$ cat config.mk
export PLATFORM = sky130hd
export DESIGN_NAME = meter_frame_receiver
export DESIGN_NICKNAME = d
export VERILOG_FILES = /design/src/rtl/mfr_pkg.sv /design/src/rtl/mfr_parser.sv /design/src/rtl/meter_frame_receiver.sv
export VERILOG_INCLUDE_DIRS = /design/src /design/src/rtl
export SDC_FILE = /design/constraint.sdc
export NUM_CORES = 1
export LEC_CHECK = 0
export ABC_AREA = 0
export ABC_CLOCK_PERIOD_IN_PS = 5800
export BUFFER_PORTS_ARGS = -buffer_cell sky130_fd_sc_hd__buf_2
export CAP_MARGIN = 30
export CORE_MARGIN = 2
export CORE_UTILIZATION = 55
export DETAILED_ROUTE_END_ITERATION = 6
export GPL_TIMING_DRIVEN = 0
export PLACE_DENSITY = 0.72
export SLEW_MARGIN = 20
export SYNTH_ARGS = -nofsm -noshare
export SYNTH_HDL_FRONTEND = slang
export SYNTH_SLANG_ARGS = --single-unit
$ cat constraint.sdc
create_clock -name clk -period 5.8 [get_ports clk]
set_input_delay 1.16 -clock clk [delete_from_list [all_inputs] [get_ports clk]]
set_output_delay 1.16 -clock clk [all_outputs]
set_load 0.005 [all_outputs]
$ cat src/rtl/meter_frame_receiver_macros.svh
// Shared assertion macros for the meter frame receiver.
`ifndef METER_FRAME_RECEIVER_MACROS_SVH
`define METER_FRAME_RECEIVER_MACROS_SVH

// Same-cycle implication, disabled while reset is asserted.
`define MFR_ASSERT_NOW(label, clk, rst_n, a, b) \
    label: assert property (@(posedge clk) disable iff (!rst_n) (a) |-> (b)) \
        else $error("mfr: same-cycle check failed");

// Next-cycle implication, disabled while reset is asserted.
`define MFR_ASSERT_NEXT(label, clk, rst_n, a, b) \
    label: assert property (@(posedge clk) disable iff (!rst_n) (a) |=> (b)) \
        else $error("mfr: next-cycle check failed");

`endif

$ cat src/rtl/mfr_pkg.sv
package mfr_pkg;

    localparam int ADDRESS_BYTES_DEF = 6;
    localparam int ADDR_W            = 48;
    localparam int ADDR_KEPT         = ADDR_W / 8;
    localparam int FIXED_BYTES       = 2;

    localparam logic [7:0] START_MARKER_RST = 8'h68;
    localparam logic [7:0] END_MARKER_RST   = 8'h16;

    // configuration register indexes
    localparam logic CFG_START_MARKER = 1'b0;
    localparam logic CFG_END_MARKER   = 1'b1;

    // parser phases
    localparam logic [2:0] PH_WAIT    = 3'd0;
    localparam logic [2:0] PH_ADDR    = 3'd1;
    localparam logic [2:0] PH_FIXED   = 3'd2;
    localparam logic [2:0] PH_LEN     = 3'd3;
    localparam logic [2:0] PH_PAYLOAD = 3'd4;
    localparam logic [2:0] PH_CSUM    = 3'd5;
    localparam logic [2:0] PH_STOP    = 3'd6;

    localparam logic KIND_PAYLOAD = 1'b0;
    localparam logic KIND_STATUS  = 1'b1;

    localparam logic [1:0] STATUS_OK       = 2'd0;
    localparam logic [1:0] STATUS_BAD_SUM  = 2'd1;
    localparam logic [1:0] STATUS_BAD_STOP = 2'd2;

    typedef struct packed {
        logic              has_result;
        logic              kind;
        logic [7:0]        payload_byte;
        logic [7:0]        payload_index;
        logic [7:0]        payload_length;
        logic [ADDR_W-1:0] meter_address;
        logic [1:0]        frame_status;
    } mfr_result_t;

endpackage

$ cat src/rtl/mfr_parser.sv
`include "meter_frame_receiver_macros.svh"

module mfr_parser
    import mfr_pkg::*;
#(
    parameter int ADDRESS_BYTES = ADDRESS_BYTES_DEF
)
(
    input  logic        clk,
    input  logic        rst_n,
    input  logic        fire,
    input  logic        mode,
    input  logic [7:0]  rx_byte,
    input  logic        reply_expected,
    input  logic [7:0]  start_marker,
    input  logic [7:0]  end_marker,
    output mfr_result_t result
);

    localparam int CNT_MAX = (ADDRESS_BYTES > FIXED_BYTES) ? ADDRESS_BYTES : FIXED_BYTES;
    localparam int CNT_W   = $clog2(CNT_MAX + 1);

    logic [2:0]        phase_reg,     phase_next;
    logic [CNT_W-1:0]  count_reg,     count_next;
    logic [7:0]        sum_reg,       sum_next;
    logic [ADDR_W-1:0] addr_reg,      addr_next;
    logic [7:0]        length_reg,    length_next;
    logic [7:0]        remain_reg,    remain_next;
    logic              matched_reg,   matched_next;
    logic [CNT_W-1:0]  count_inc;
    logic [7:0]        remain_dec;

    assign count_inc  = count_reg + CNT_W'(1);
    assign remain_dec = remain_reg - 8'd1;

    always_comb
    begin
        phase_next   = phase_reg;
        count_next   = count_reg;
        sum_next     = sum_reg;
        addr_next    = addr_reg;
        length_next  = length_reg;
        remain_next  = remain_reg;
        matched_next = matched_reg;

        result                = '0;
        result.payload_length = length_reg;
        result.meter_address  = addr_reg;

        if (mode)
        begin
            // abort: drop the frame in progress
            phase_next   = PH_WAIT;
            count_next   = '0;
            sum_next     = '0;
            addr_next    = '0;
            length_next  = '0;
            remain_next  = '0;
            matched_next = 1'b0;
        end
        else if (reply_expected)
        begin
            case (phase_reg)
                PH_ADDR:
                begin
                    sum_next = sum_reg + rx_byte;
                    for (int i = 0; i < ADDR_KEPT; i++)
                    begin
                        if (int'(count_reg) == i)
                        begin
                            addr_next[8*i +: 8] = rx_byte;
                        end
                    end
                    count_next = count_inc;
                    if (count_inc == CNT_W'(ADDRESS_BYTES))
                    begin
                        count_next = '0;
                        phase_next = PH_FIXED;
                    end
                end
                PH_FIXED:
                begin
                    sum_next   = sum_reg + rx_byte;
                    count_next = count_inc;
                    if (count_inc == CNT_W'(FIXED_BYTES))
                    begin
                        count_next = '0;
                        phase_next = PH_LEN;
                    end
                end
                PH_LEN:
                begin
                    sum_next    = sum_reg + rx_byte;
                    length_next = rx_byte;
                    remain_next = rx_byte;
                    phase_next  = (rx_byte == 8'd0) ? PH_CSUM : PH_PAYLOAD;
                end
                PH_PAYLOAD:
                begin
                    sum_next             = sum_reg + rx_byte;
                    result.has_result    = 1'b1;
                    result.kind          = KIND_PAYLOAD;
                    result.payload_byte  = rx_byte;
                    result.payload_index = length_reg - remain_reg;
                    remain_next          = remain_dec;
                    if (remain_dec == 8'd0)
                    begin
                        phase_next = PH_CSUM;
                    end
                end
                PH_CSUM:
                begin
                    matched_next = (sum_reg == rx_byte);
                    phase_next   = PH_STOP;
                end
                PH_STOP:
                begin
                    result.has_result = 1'b1;
                    result.kind       = KIND_STATUS;
                    if (!matched_reg)
                    begin
                        result.frame_status = STATUS_BAD_SUM;
                    end
                    else if (rx_byte != end_marker)
                    begin
                        result.frame_status = STATUS_BAD_STOP;
                    end
                    else
                    begin
                        result.frame_status = STATUS_OK;
                    end
                    phase_next   = PH_WAIT;
                    count_next   = '0;
                    sum_next     = '0;
                    addr_next    = '0;
                    length_next  = '0;
                    remain_next  = '0;
                    matched_next = 1'b0;
                end
                default:
                begin
                    if (rx_byte == start_marker)
                    begin
                        phase_next   = PH_ADDR;
                        count_next   = '0;
                        sum_next     = rx_byte;
                        addr_next    = '0;
                        length_next  = '0;
                        remain_next  = '0;
                        matched_next = 1'b0;
                    end
                end
            endcase
        end
    end

    always_ff @(posedge clk or negedge rst_n)
    begin
        if (!rst_n)
        begin
            phase_reg   <= PH_WAIT;
            count_reg   <= '0;
            sum_reg     <= '0;
            addr_reg    <= '0;
            length_reg  <= '0;
            remain_reg  <= '0;
            matched_reg <= 1'b0;
        end
        else if (fire)
        begin
            phase_reg   <= phase_next;
            count_reg   <= count_next;
            sum_reg     <= sum_next;
            addr_reg    <= addr_next;
            length_reg  <= length_next;
            remain_reg  <= remain_next;
            matched_reg <= matched_next;
        end
    end

    // payload phase always has bytes left to take
    `MFR_ASSERT_NOW(a_payload_left, clk, rst_n, phase_reg == PH_PAYLOAD, remain_reg != 8'd0)
    // address count stays inside the address field
    `MFR_ASSERT_NOW(a_addr_count, clk, rst_n, phase_reg == PH_ADDR, int'(count_reg) < ADDRESS_BYTES)
    // an abort always lands in the wait phase with a clean sum
    `MFR_ASSERT_NEXT(a_abort_idle, clk, rst_n, fire && mode, phase_reg == PH_WAIT && sum_reg == 8'd0)
    // the stop byte closes the frame and reports status
    `MFR_ASSERT_NEXT(a_stop_close, clk, rst_n,
        fire && !mode && reply_expected && phase_reg == PH_STOP,
        phase_reg == PH_WAIT && addr_reg == '0)

endmodule

$ cat src/rtl/meter_frame_receiver.sv
// Meter reply frame receiver. Takes one beat per cycle: a received byte, an
// abort (mode 1, e.g. on a line timeout) or a byte that is dropped because no
// reply is expected. Frames are start marker, the address bytes, two fixed
// bytes, a length byte, the payload, a mod-256 sum over all earlier bytes and
// a stop marker. Each payload byte comes out as a kind 0 beat with its index;
// the stop byte yields one kind 1 beat with the address and the status (bad
// checksum wins over a bad stop marker). Sustained rate is one input beat per
// clock while out_ready keeps the result slot free. An accepted beat lands in
// the input register; the per-byte parser update sits between it and the
// result register, which drives out_valid. A result held by a low out_ready
// stalls the input once the input register is also full. Start and end
// markers are written through the cfg port (index 0 start, 1 end); the user
// must do so only while the block is idle, which the block does not enforce.
module meter_frame_receiver
    import mfr_pkg::*;
#(
    parameter int ADDRESS_BYTES = ADDRESS_BYTES_DEF
)
(
    input  logic              clk,
    input  logic              rst_n,

    input  logic              in_valid,
    output logic              in_ready,
    input  logic              mode,
    input  logic [7:0]        rx_byte,
    input  logic              reply_expected,

    output logic              out_valid,
    input  logic              out_ready,
    output logic              kind,
    output logic [7:0]        payload_byte,
    output logic [7:0]        payload_index,
    output logic [7:0]        payload_length,
    output logic [ADDR_W-1:0] meter_address,
    output logic [1:0]        frame_status,

    input  logic              cfg_we,
    input  logic              cfg_index,
    input  logic [7:0]        cfg_data
);

    // config registers
    logic [7:0] start_marker_reg;
    logic [7:0] end_marker_reg;

    // input register stage
    logic       in_vld_reg;
    logic       mode_reg;
    logic [7:0] rx_byte_reg;
    logic       reply_reg;

    // result register stage
    logic              out_vld_reg;
    logic              kind_reg;
    logic [7:0]        pbyte_reg;
    logic [7:0]        pindex_reg;
    logic [7:0]        plength_reg;
    logic [ADDR_W-1:0] addr_out_reg;
    logic [1:0]        status_reg;

    logic        out_free;
    logic        fire;
    mfr_result_t result;

    // The held beat is parsed when the result slot can take whatever it
    // produces; beats without a result just pass through the parser.
    assign out_free = !out_vld_reg || out_ready;
    assign fire     = in_vld_reg && out_free;
    assign in_ready = !in_vld_reg || fire;

    always_ff @(posedge clk or negedge rst_n)
    begin
        if (!rst_n)
        begin
            start_marker_reg <= START_MARKER_RST;
            end_marker_reg   <= END_MARKER_RST;
        end
        else if (cfg_we)
        begin
            case (cfg_index)
                CFG_START_MARKER: start_marker_reg <= cfg_data;
                CFG_END_MARKER:   end_marker_reg   <= cfg_data;
                default:          start_marker_reg <= start_marker_reg;
            endcase
        end
    end

    always_ff @(posedge clk or negedge rst_n)
    begin
        if (!rst_n)
        begin
            in_vld_reg <= 1'b0;
        end
        else if (in_ready)
        begin
            in_vld_reg <= in_valid;
        end
    end

    always_ff @(posedge clk)
    begin
        if (in_valid && in_ready)
        begin
            mode_reg    <= mode;
            rx_byte_reg <= rx_byte;
            reply_reg   <= reply_expected;
        end
    end

    mfr_parser #(
        .ADDRESS_BYTES (ADDRESS_BYTES)
    ) u_parser (
        .clk            (clk),
        .rst_n          (rst_n),
        .fire           (fire),
        .mode           (mode_reg),
        .rx_byte        (rx_byte_reg),
        .reply_expected (reply_reg),
        .start_marker   (start_marker_reg),
        .end_marker     (end_marker_reg),
        .result         (result)
    );

    always_ff @(posedge clk or negedge rst_n)
    begin
        if (!rst_n)
        begin
            out_vld_reg <= 1'b0;
        end
        else if (out_free)
        begin
            out_vld_reg <= fire && result.has_result;
        end
    end

    always_ff @(posedge clk)
    begin
        if (fire && result.has_result)
        begin
            kind_reg     <= result.kind;
            pbyte_reg    <= result.payload_byte;
            pindex_reg   <= result.payload_index;
            plength_reg  <= result.payload_length;
            addr_out_reg <= result.meter_address;
            status_reg   <= result.frame_status;
        end
    end

    assign out_valid      = out_vld_reg;
    assign kind           = kind_reg;
    assign payload_byte   = pbyte_reg;
    assign payload_index  = pindex_reg;
    assign payload_length = plength_reg;
    assign meter_address  = addr_out_reg;
    assign frame_status   = status_reg;

endmodule

==> results.md, run 1 <==
* Most common cell after layout, fill and taps aside: buf_2
* Static Leak at 4.17 nW
* Largest net degree at the start of global routing at 63
* Clk pin slew, worst setup/hold paths at 0.07 ns
* Vias per cell at about 5.7
* VDD IR-drop max at 0.242 mV
* CP Capture Type: flop
* Yosys warns at 0
* Final setup viols at 0
* Critical path required time at 5.94 ns
* Chip Height at around 130 um
* Post-Route WL at 17.4 mm
* Post-synthesis register bit count at 182
* Power per Cell Area at 411 nW/um2
* Placed cell count at 903
* EDFF count, synth at 85
* Final min period at 2.89 ns
* Clock buffer depth at 2
* Post-synthesis sequential area ratio at between 60 and 70%
* Worst Path Arrival at ~3.0 ns
* Worst min-delay path class: reg -> reg
* Gp weighted congestion at approximately 0.93
* GRT overflow at 0
* Status: completed
* R2r startpoint: u_parser.phase_reg[0]$_DFFE_PN0P_
* DR iter-0 viols at between 400 and 500
* Xor-xnor portion of the synthesized cell area at a little under 3%
* CP endpoint: meter_address[42]$_DFFE_PP_
* Post-synthesis cell count at 613
* Fmax achieved at 346 MHz
* Compound-cell area share of the yosys netlist at 9.62%
* Max-slew headroom at ~51%
* Reg-to-reg slack, setup at about 2.9 ns
* Non-Filler Instances at 935
* TritonCTS clock tree: done
* Final Util at roughly 67%
* H-tree depth at 4
* GRT Overall Usage at 22.6%
* Final Hold Viols at 0
* Post-synthesis area per instance at between 10 and 15 um2
* Global-route wire length before repair at 27.9 mm
* Top Ports at 101
* Final Skew at 0.00804 ns
* Setup Fix Bufs, Post-CTS at 0
* Critical path class: reg -> reg
* Layout overhead on the synthesized area at 17.3%
* Post-route total power at 4.00 mW
* TritonRoute pass-1 iters at 5
* Mapped Area at just over 8000 um2
* Worst reg2reg endpoint: meter_address[42]$_DFFE_PP_
* PostCTS Resize Cnt at 0
* Top FF cell, synth: dfrtp_1
* Clk root buf: clkbuf_16
* DRC Markers at 0
* CTS Buf Count at 17
* Synth Area in Adders at between 3 and 4%
* Via count at 5300
* RSZ-0062 raised after global routing: false
* Die area at 16100 um2
* Number of global-route vias before repair at about 5300
* Fin. max-slew vios at 0
* Wire per inst at about 19 um
* Yosys cell types at 64
* Initial cell density of the core at 56.7%
* Min Hold Slack at 0.442 ns
* N_diodes at 0
* CP max FO at 25
* Site row count at 44
* I/O Buffers at 100
* Clock Sinks at 182
* Mux share of post-synthesis cell area at roughly an eighth
* Final net count at 786
* Max-cap violations at 0
* Synth Area in Simple Gates at 8.97%
* Post-route clock period utilization at 49.8%
* Worst hold path stage count at 0
* Cts hold-fix bufs at 0
* Asr flop ratio synth at 53.3%
* Placeable Area at 14600 um2
* DRT antenna net count at 0
* Antenna violations before repair at 0
* Slew @ Worst Pin at about 0.72 ns
* Clk_lat worst skew at 0.43 ns
* DPL Wire Length at 12.4 mm
* Chip width at around 130 um
* R2R depth at 8
* Layout cells sized above 1 at 32.1%
* Largest family of logic cells by synthesized area: multiplexers
* Mapped Nets at between 600 and 700
* Worst Setup SP: u_parser.phase_reg[0]$_DFFE_PN0P_
* Worst Setup Start Kind: flop
* Most frequent cells in the layout: buf_2 (106), dfrtp_1 (91), edfxtp_1 (85), mux2_2 (46), nand2_1 (36)
-- how the worst min path moves through the flow --
stage          slack [ns]                        startpoint                          to
2_1_floorplan        0.42  u_parser.addr_reg[0]$_DFFE_PN0P_  meter_address[0]$_DFFE_PP_
3_3_place_gp         0.43  u_parser.addr_reg[6]$_DFFE_PN0P_  meter_address[6]$_DFFE_PP_
3_5_place_dp         0.43  u_parser.addr_reg[6]$_DFFE_PN0P_  meter_address[6]$_DFFE_PP_
4_1_cts              0.44  u_parser.addr_reg[9]$_DFFE_PN0P_  meter_address[9]$_DFFE_PP_
5_1_grt              0.46  u_parser.addr_reg[9]$_DFFE_PN0P_  meter_address[9]$_DFFE_PP_
6_report             0.44  u_parser.addr_reg[9]$_DFFE_PN0P_  meter_address[9]$_DFFE_PP_
-- cell families (layout without fill, tap and decap cells) --
family          Yosys count  after routing
compound gates          104            104
mux                      80             80
flops                   182            182
buf+inv                  52            190
simple gates            144            144
fa+ha+maj                24             24
xor+xnor                 27             27
-- power by group --
group | leakage, nW | internal (mW) | switching, mW | total [mW]
combinational | 1.84 | 0.534 | 0.665 | 1.20
sequential | 2.06 | 1.59 | 0.140 | 1.73
clock | 0.272 | 0.581 | 0.495 | 1.08
-- cell usage after synthesis, types with 3 or more instances --
library cell	n	area, um2
dfrtp_1	91	2280
edfxtp_1	85	2550
mux2_2	46	518
nand2_1	36	135
nor2_1	31	116
inv_1	28	105
mux2_4	24	360
ha_1	22	275
o21ai_0	19	95.1
and2_1	18	113
a21oi_1	17	85.1
xnor2_1	13	114
xor2_1	13	114
nor3_1	11	55.1
mux2i_1	10	100
and3_1	9	56.3
clkbuf_1	9	33.8
nor2b_1	8	50.1
o211ai_1	7	52.6
a21oi_4	6	97.6
buf_2	6	30.0
buf_4	6	45.0
dfstp_2	6	158
nand3_1	6	30.0
nor4_1	6	37.5
o21a_1	6	45.0
o2bb2ai_1	5	43.8
o31ai_1	5	37.5
a211oi_1	4	30.0
a21boi_0	4	30.0
a21o_1	4	30.0
nand2b_1	4	25.0
nor3b_1	4	30.0
a221o_1	3	30.0
-- layout make-up --
| cell class | instances | area, um2 |
|---|---|---|
| clock buffer | 20 | 458 |
| multi-input combinational | 379 | 3090 |
| sequential | 182 | 4990 |
| buffer | 23 | 131 |
| timing repair buffer | 106 | 637 |
| tap | 184 | 230 |
| fill | 1093 | 4900 |
| clock inverter | 12 | 97.6 |
| inverter | 29 | 109 |
-- layer usage --
metal  global-route usage [%]  wire length, um  share of wire (%)
met5                        0                0                  0
met1                     30.9             7930                 45
met3                     5.27              952                5.5
met2                     36.0             8280                 47
met4                     7.43              290                1.7
-- critical path, cell delays in order (launching register included) --
cell and delay (ns):
dfrtp_1 0.44, buf_2 0.22, nor2_1 0.38, and2_1 0.25, nand2_1 0.26, a21oi_4 0.47
buf_16 0.22, buf_16 0.17, buf_16 0.18
-- through the flow --
stage | setup WS (ns) | area, um2 | setup TNS (ns)
2_1_floorplan | 0.251 | 8310 | 0
3_3_place_gp | -1.26 | 9040 | -95.10
3_5_place_dp | 2.66 | 9190 | 0
4_1_cts | 2.91 | 9740 | 0
5_1_grt | 2.72 | 9740 | 0
6_report | 2.91 | 9740 | 0
Note: power is estimated with default switching activity, not from simulation.
==> run 2, diff against run 1 <==
ABC_CLOCK_PERIOD_IN_PS = 2900   (was 5800)
clock period = 2.9 ns   (was 5.8 ns; I/O delays follow)
==> run 2 against run 1 <==
Combinational power is 99% higher. Largest cell class unchanged. Critical path depth is 1 lower. Highest routed layer unchanged. Fmax is 9.9% higher. Sequential power is 99% higher.
==> results.md, run 2 (synthesis gave the netlist of run 1 again) <==
* Clk pin slew, worst setup/hold paths at 0.07 ns (about the same)
* Crit path max-delay family: compound AO/OA/AOI/OAI gates
* Placeable Area at 14600 um2 (unchanged)
* Critical path required time at 3.21 ns (-2.73 ns)
* Post-route worst setup slack at 0.273 ns (-2.64 ns)
* Final instance area at 9760 um2 (+0.17%)
* R2R depth at 7 (-1)
* DR iter-0 viols at 368 (-8.5%)
* Site row count at 44 (unchanged)
* Clock buffer depth at 2 (unchanged)
* Fmax achieved at 381 MHz (+9.9%)
* Chip width at 127 um (unchanged)
* Power per Cell Area at 828 nW/um2 (+100%)
* Clk pwr share at 27.7% (+0.8 points)
* RSZ-0062 raised after global routing: false
* Crit path cell chain: buf_4 -> xnor2_1 -> nand4_2 -> nor2_4 -> o311ai_4 -> a21oi_4 -> mux2_4
* VDD IR-drop max at 0.427 mV (+77%)
* Initial cell density of the core at 56.7% (unchanged)
* N_diodes at 0 (unchanged)
* Clk root buf: clkbuf_16
* Number of global-route vias before repair at 5073 (-3.6%)
* GRT Overall Usage at 22.2% (-0.39 points)
* Psw at 2.64 mW (+100%)
* Multi-input gate area at 3100 um2 (about the same)
* DPL Wire Length at 12.1 mm (-2.4%)
* GRT overflow at 0 (unchanged)
* Layout cells sized above 1 at 32.4% (+0.27 points)
* Switch share at 32.6% (+0.13 points)
* FF/Latch Area at 4990 um2 (unchanged)
* Via count at 5261 (-0.74%)
* Final Hold Viols at 0 (unchanged)
* Setup Slack @ Placement at 0.140 ns (-2.52 ns)
* Layout overhead on the synthesized area at 17.4%
* Fin. max-slew vios at 0 (unchanged)
* CP Capture Type: flop
* DRC Markers at 0 (unchanged)
* Top Ports at 101 (unchanged)
* CP max FO at 8 (-68%)
* Worst Setup Start Kind: flop
* Worst Path Arrival at 2.94 ns (-0.09 ns)
* Gate power share at 29.6% (-0.4 points)
* Post-route clock period utilization at 90.6% (+41 points)
* Final Skew at 0.00987 ns (+0.00183 ns)
* TritonCTS clock tree: done
* Worst min-delay path class: in -> async
* Worst Setup SP: rx_byte_reg[1]$_DFFE_PP_
* Cell count along the critical path at 7 (-1)
* Max-cap violations at 0 (unchanged)
* Crit-path max cell delay at 0.51 ns (+0.04 ns)
* Final net count at 786 (unchanged)
* FILL cells at 1069 (-2.2%)
* H-tree depth at 4 (unchanged)
* Die area at 16100 um2 (unchanged)
* Gp weighted congestion at 0.894 (-4.1%)
* Critical path class: reg -> reg
* PostCTS Resize Cnt at 0 (unchanged)
* Wire per inst at 18.5 um (-0.70%)
* Reg-to-reg slack, setup at 0.27 ns (-2.64 ns)
* Chip Height at 127 um (unchanged)
* Cell Area, Placed at 9180 um2 (-0.14%)
* Most frequent cells in the layout: buf_2 (106), dfrtp_1 (91), edfxtp_1 (85), mux2_2 (46), nand2_1 (36)
* Slew @ Worst Pin at 0.726 ns (+0.00187 ns)
* Static Leak at 4.18 nW (+0.17%)
* CP endpoint: u_parser.addr_reg[24]$_DFFE_PN0P_
* Max-slew headroom at 51.3% (-0.13 points)
* Most common cell after layout, fill and taps aside: buf_2
* Antenna violations before repair at 0 (unchanged)
* Largest net degree at the start of global routing at 53 (-16%)
* Clk_lat worst skew at 0.44 ns (about the same)
* CTS Buf Count at 17 (unchanged)
* CP bufs+invs at 1 (-3)
* Internal Power at 5.45 mW (+100%)
* Crit-path slowest cell: a21oi_4
* R2r startpoint: rx_byte_reg[1]$_DFFE_PP_
* Final min period at 2.63 ns (-0.260 ns)
* I/O Buffers at 100 (unchanged)
* Post-Route WL at 17.3 mm (-0.70%)
* Cts hold-fix bufs at 0 (unchanged)
* Global-route wire length before repair at 27.3 mm (-2.1%)
* Register share of total power at 42.6% (-0.6 points)
* Status: completed
* Worst reg2reg endpoint: u_parser.addr_reg[24]$_DFFE_PN0P_
* Vias per cell at 5.63 (-0.74%)
* Final setup viols at 0 (unchanged)
* Clock Sinks at 182 (unchanged)
* TritonRoute pass-1 iters at 5 (unchanged)
* DRT antenna net count at 0 (unchanged)
## run 2: worst min-delay path by stage
stage	start	end	slack (ns)	cells after the start
after floorplan	rst_n	end_marker_reg[0]$_DFFE_PN0P_	0.28	0
after global placement	u_parser.addr_reg[17]$_DFFE_PN0P_	meter_address[17]$_DFFE_PP_	0.43	0
after detailed placement	u_parser.addr_reg[17]$_DFFE_PN0P_	meter_address[17]$_DFFE_PP_	0.43	0
final	rst_n	u_parser.sum_reg[3]$_DFFE_PN0P_	0.07	1
after CTS	rst_n	u_parser.sum_reg[3]$_DFFE_PN0P_	0.08	1
after global routing	rst_n	end_marker_reg[3]$_DFFE_PN0P_	0.1	1
## run 2: cell type report
| class | instances | share of cell area [%] |
|---|---|---|
| flip-flops and latches | 182 | 51.1 |
| well taps | 184 | 2.36 |
| repair buffers | 106 | 6.45 |
| clock inverters | 11 | 1.08 |
| multi-input cells | 379 | 31.7 |
| plain buffers | 23 | 1.35 |
| clock buffers | 21 | 4.83 |
| inverters | 29 | 1.12 |
## run 2: through the flow
step / power, mW / util (%) / TNS, ns / hold slack, ns / std cells
2_1_floorplan: 5.24 / - / 0 / 0.284 / 613
3_3_place_gp: 5.75 / 61.8 / -56.61 / 0.426 / 897
3_5_place_dp: 5.86 / 62.7 / 0 / 0.429 / 902
4_1_cts: 8.09 / 66.6 / 0 / 0.0848 / 934
5_1_grt: 8.50 / 66.7 / 0 / 0.0964 / 935
6_report: 8.08 / 66.7 / 0 / 0.0722 / 935
## run 2: power by group through the flow
stage / sequential, mW / combinational, mW / clock, mW
floorplan: 3.41 / 1.83 / 0
detailed placement: 3.49 / 2.37 / 0
finish: 3.45 / 2.39 / 2.24
global route: 3.50 / 2.63 / 2.37
global placement: 3.46 / 2.29 / 0
CTS: 3.44 / 2.38 / 2.27
## run 2: layer usage
layer | track usage (%) | vias to the layer above | share of wire [%]
li1 | - | 2492 | -
met1 | 31.4 | 2563 | 46
met2 | 34.5 | 180 | 47
met3 | 4.68 | 26 | 5.0
met4 | 7.63 | 0 | 1.7
met5 | 0 | - | 0
## run 2: what timing repair did
action,4_1_cts,5_1_grt
endpoints found under the hold margin,0,0
endpoints found under the setup margin,0,49
setup buffers,0,1
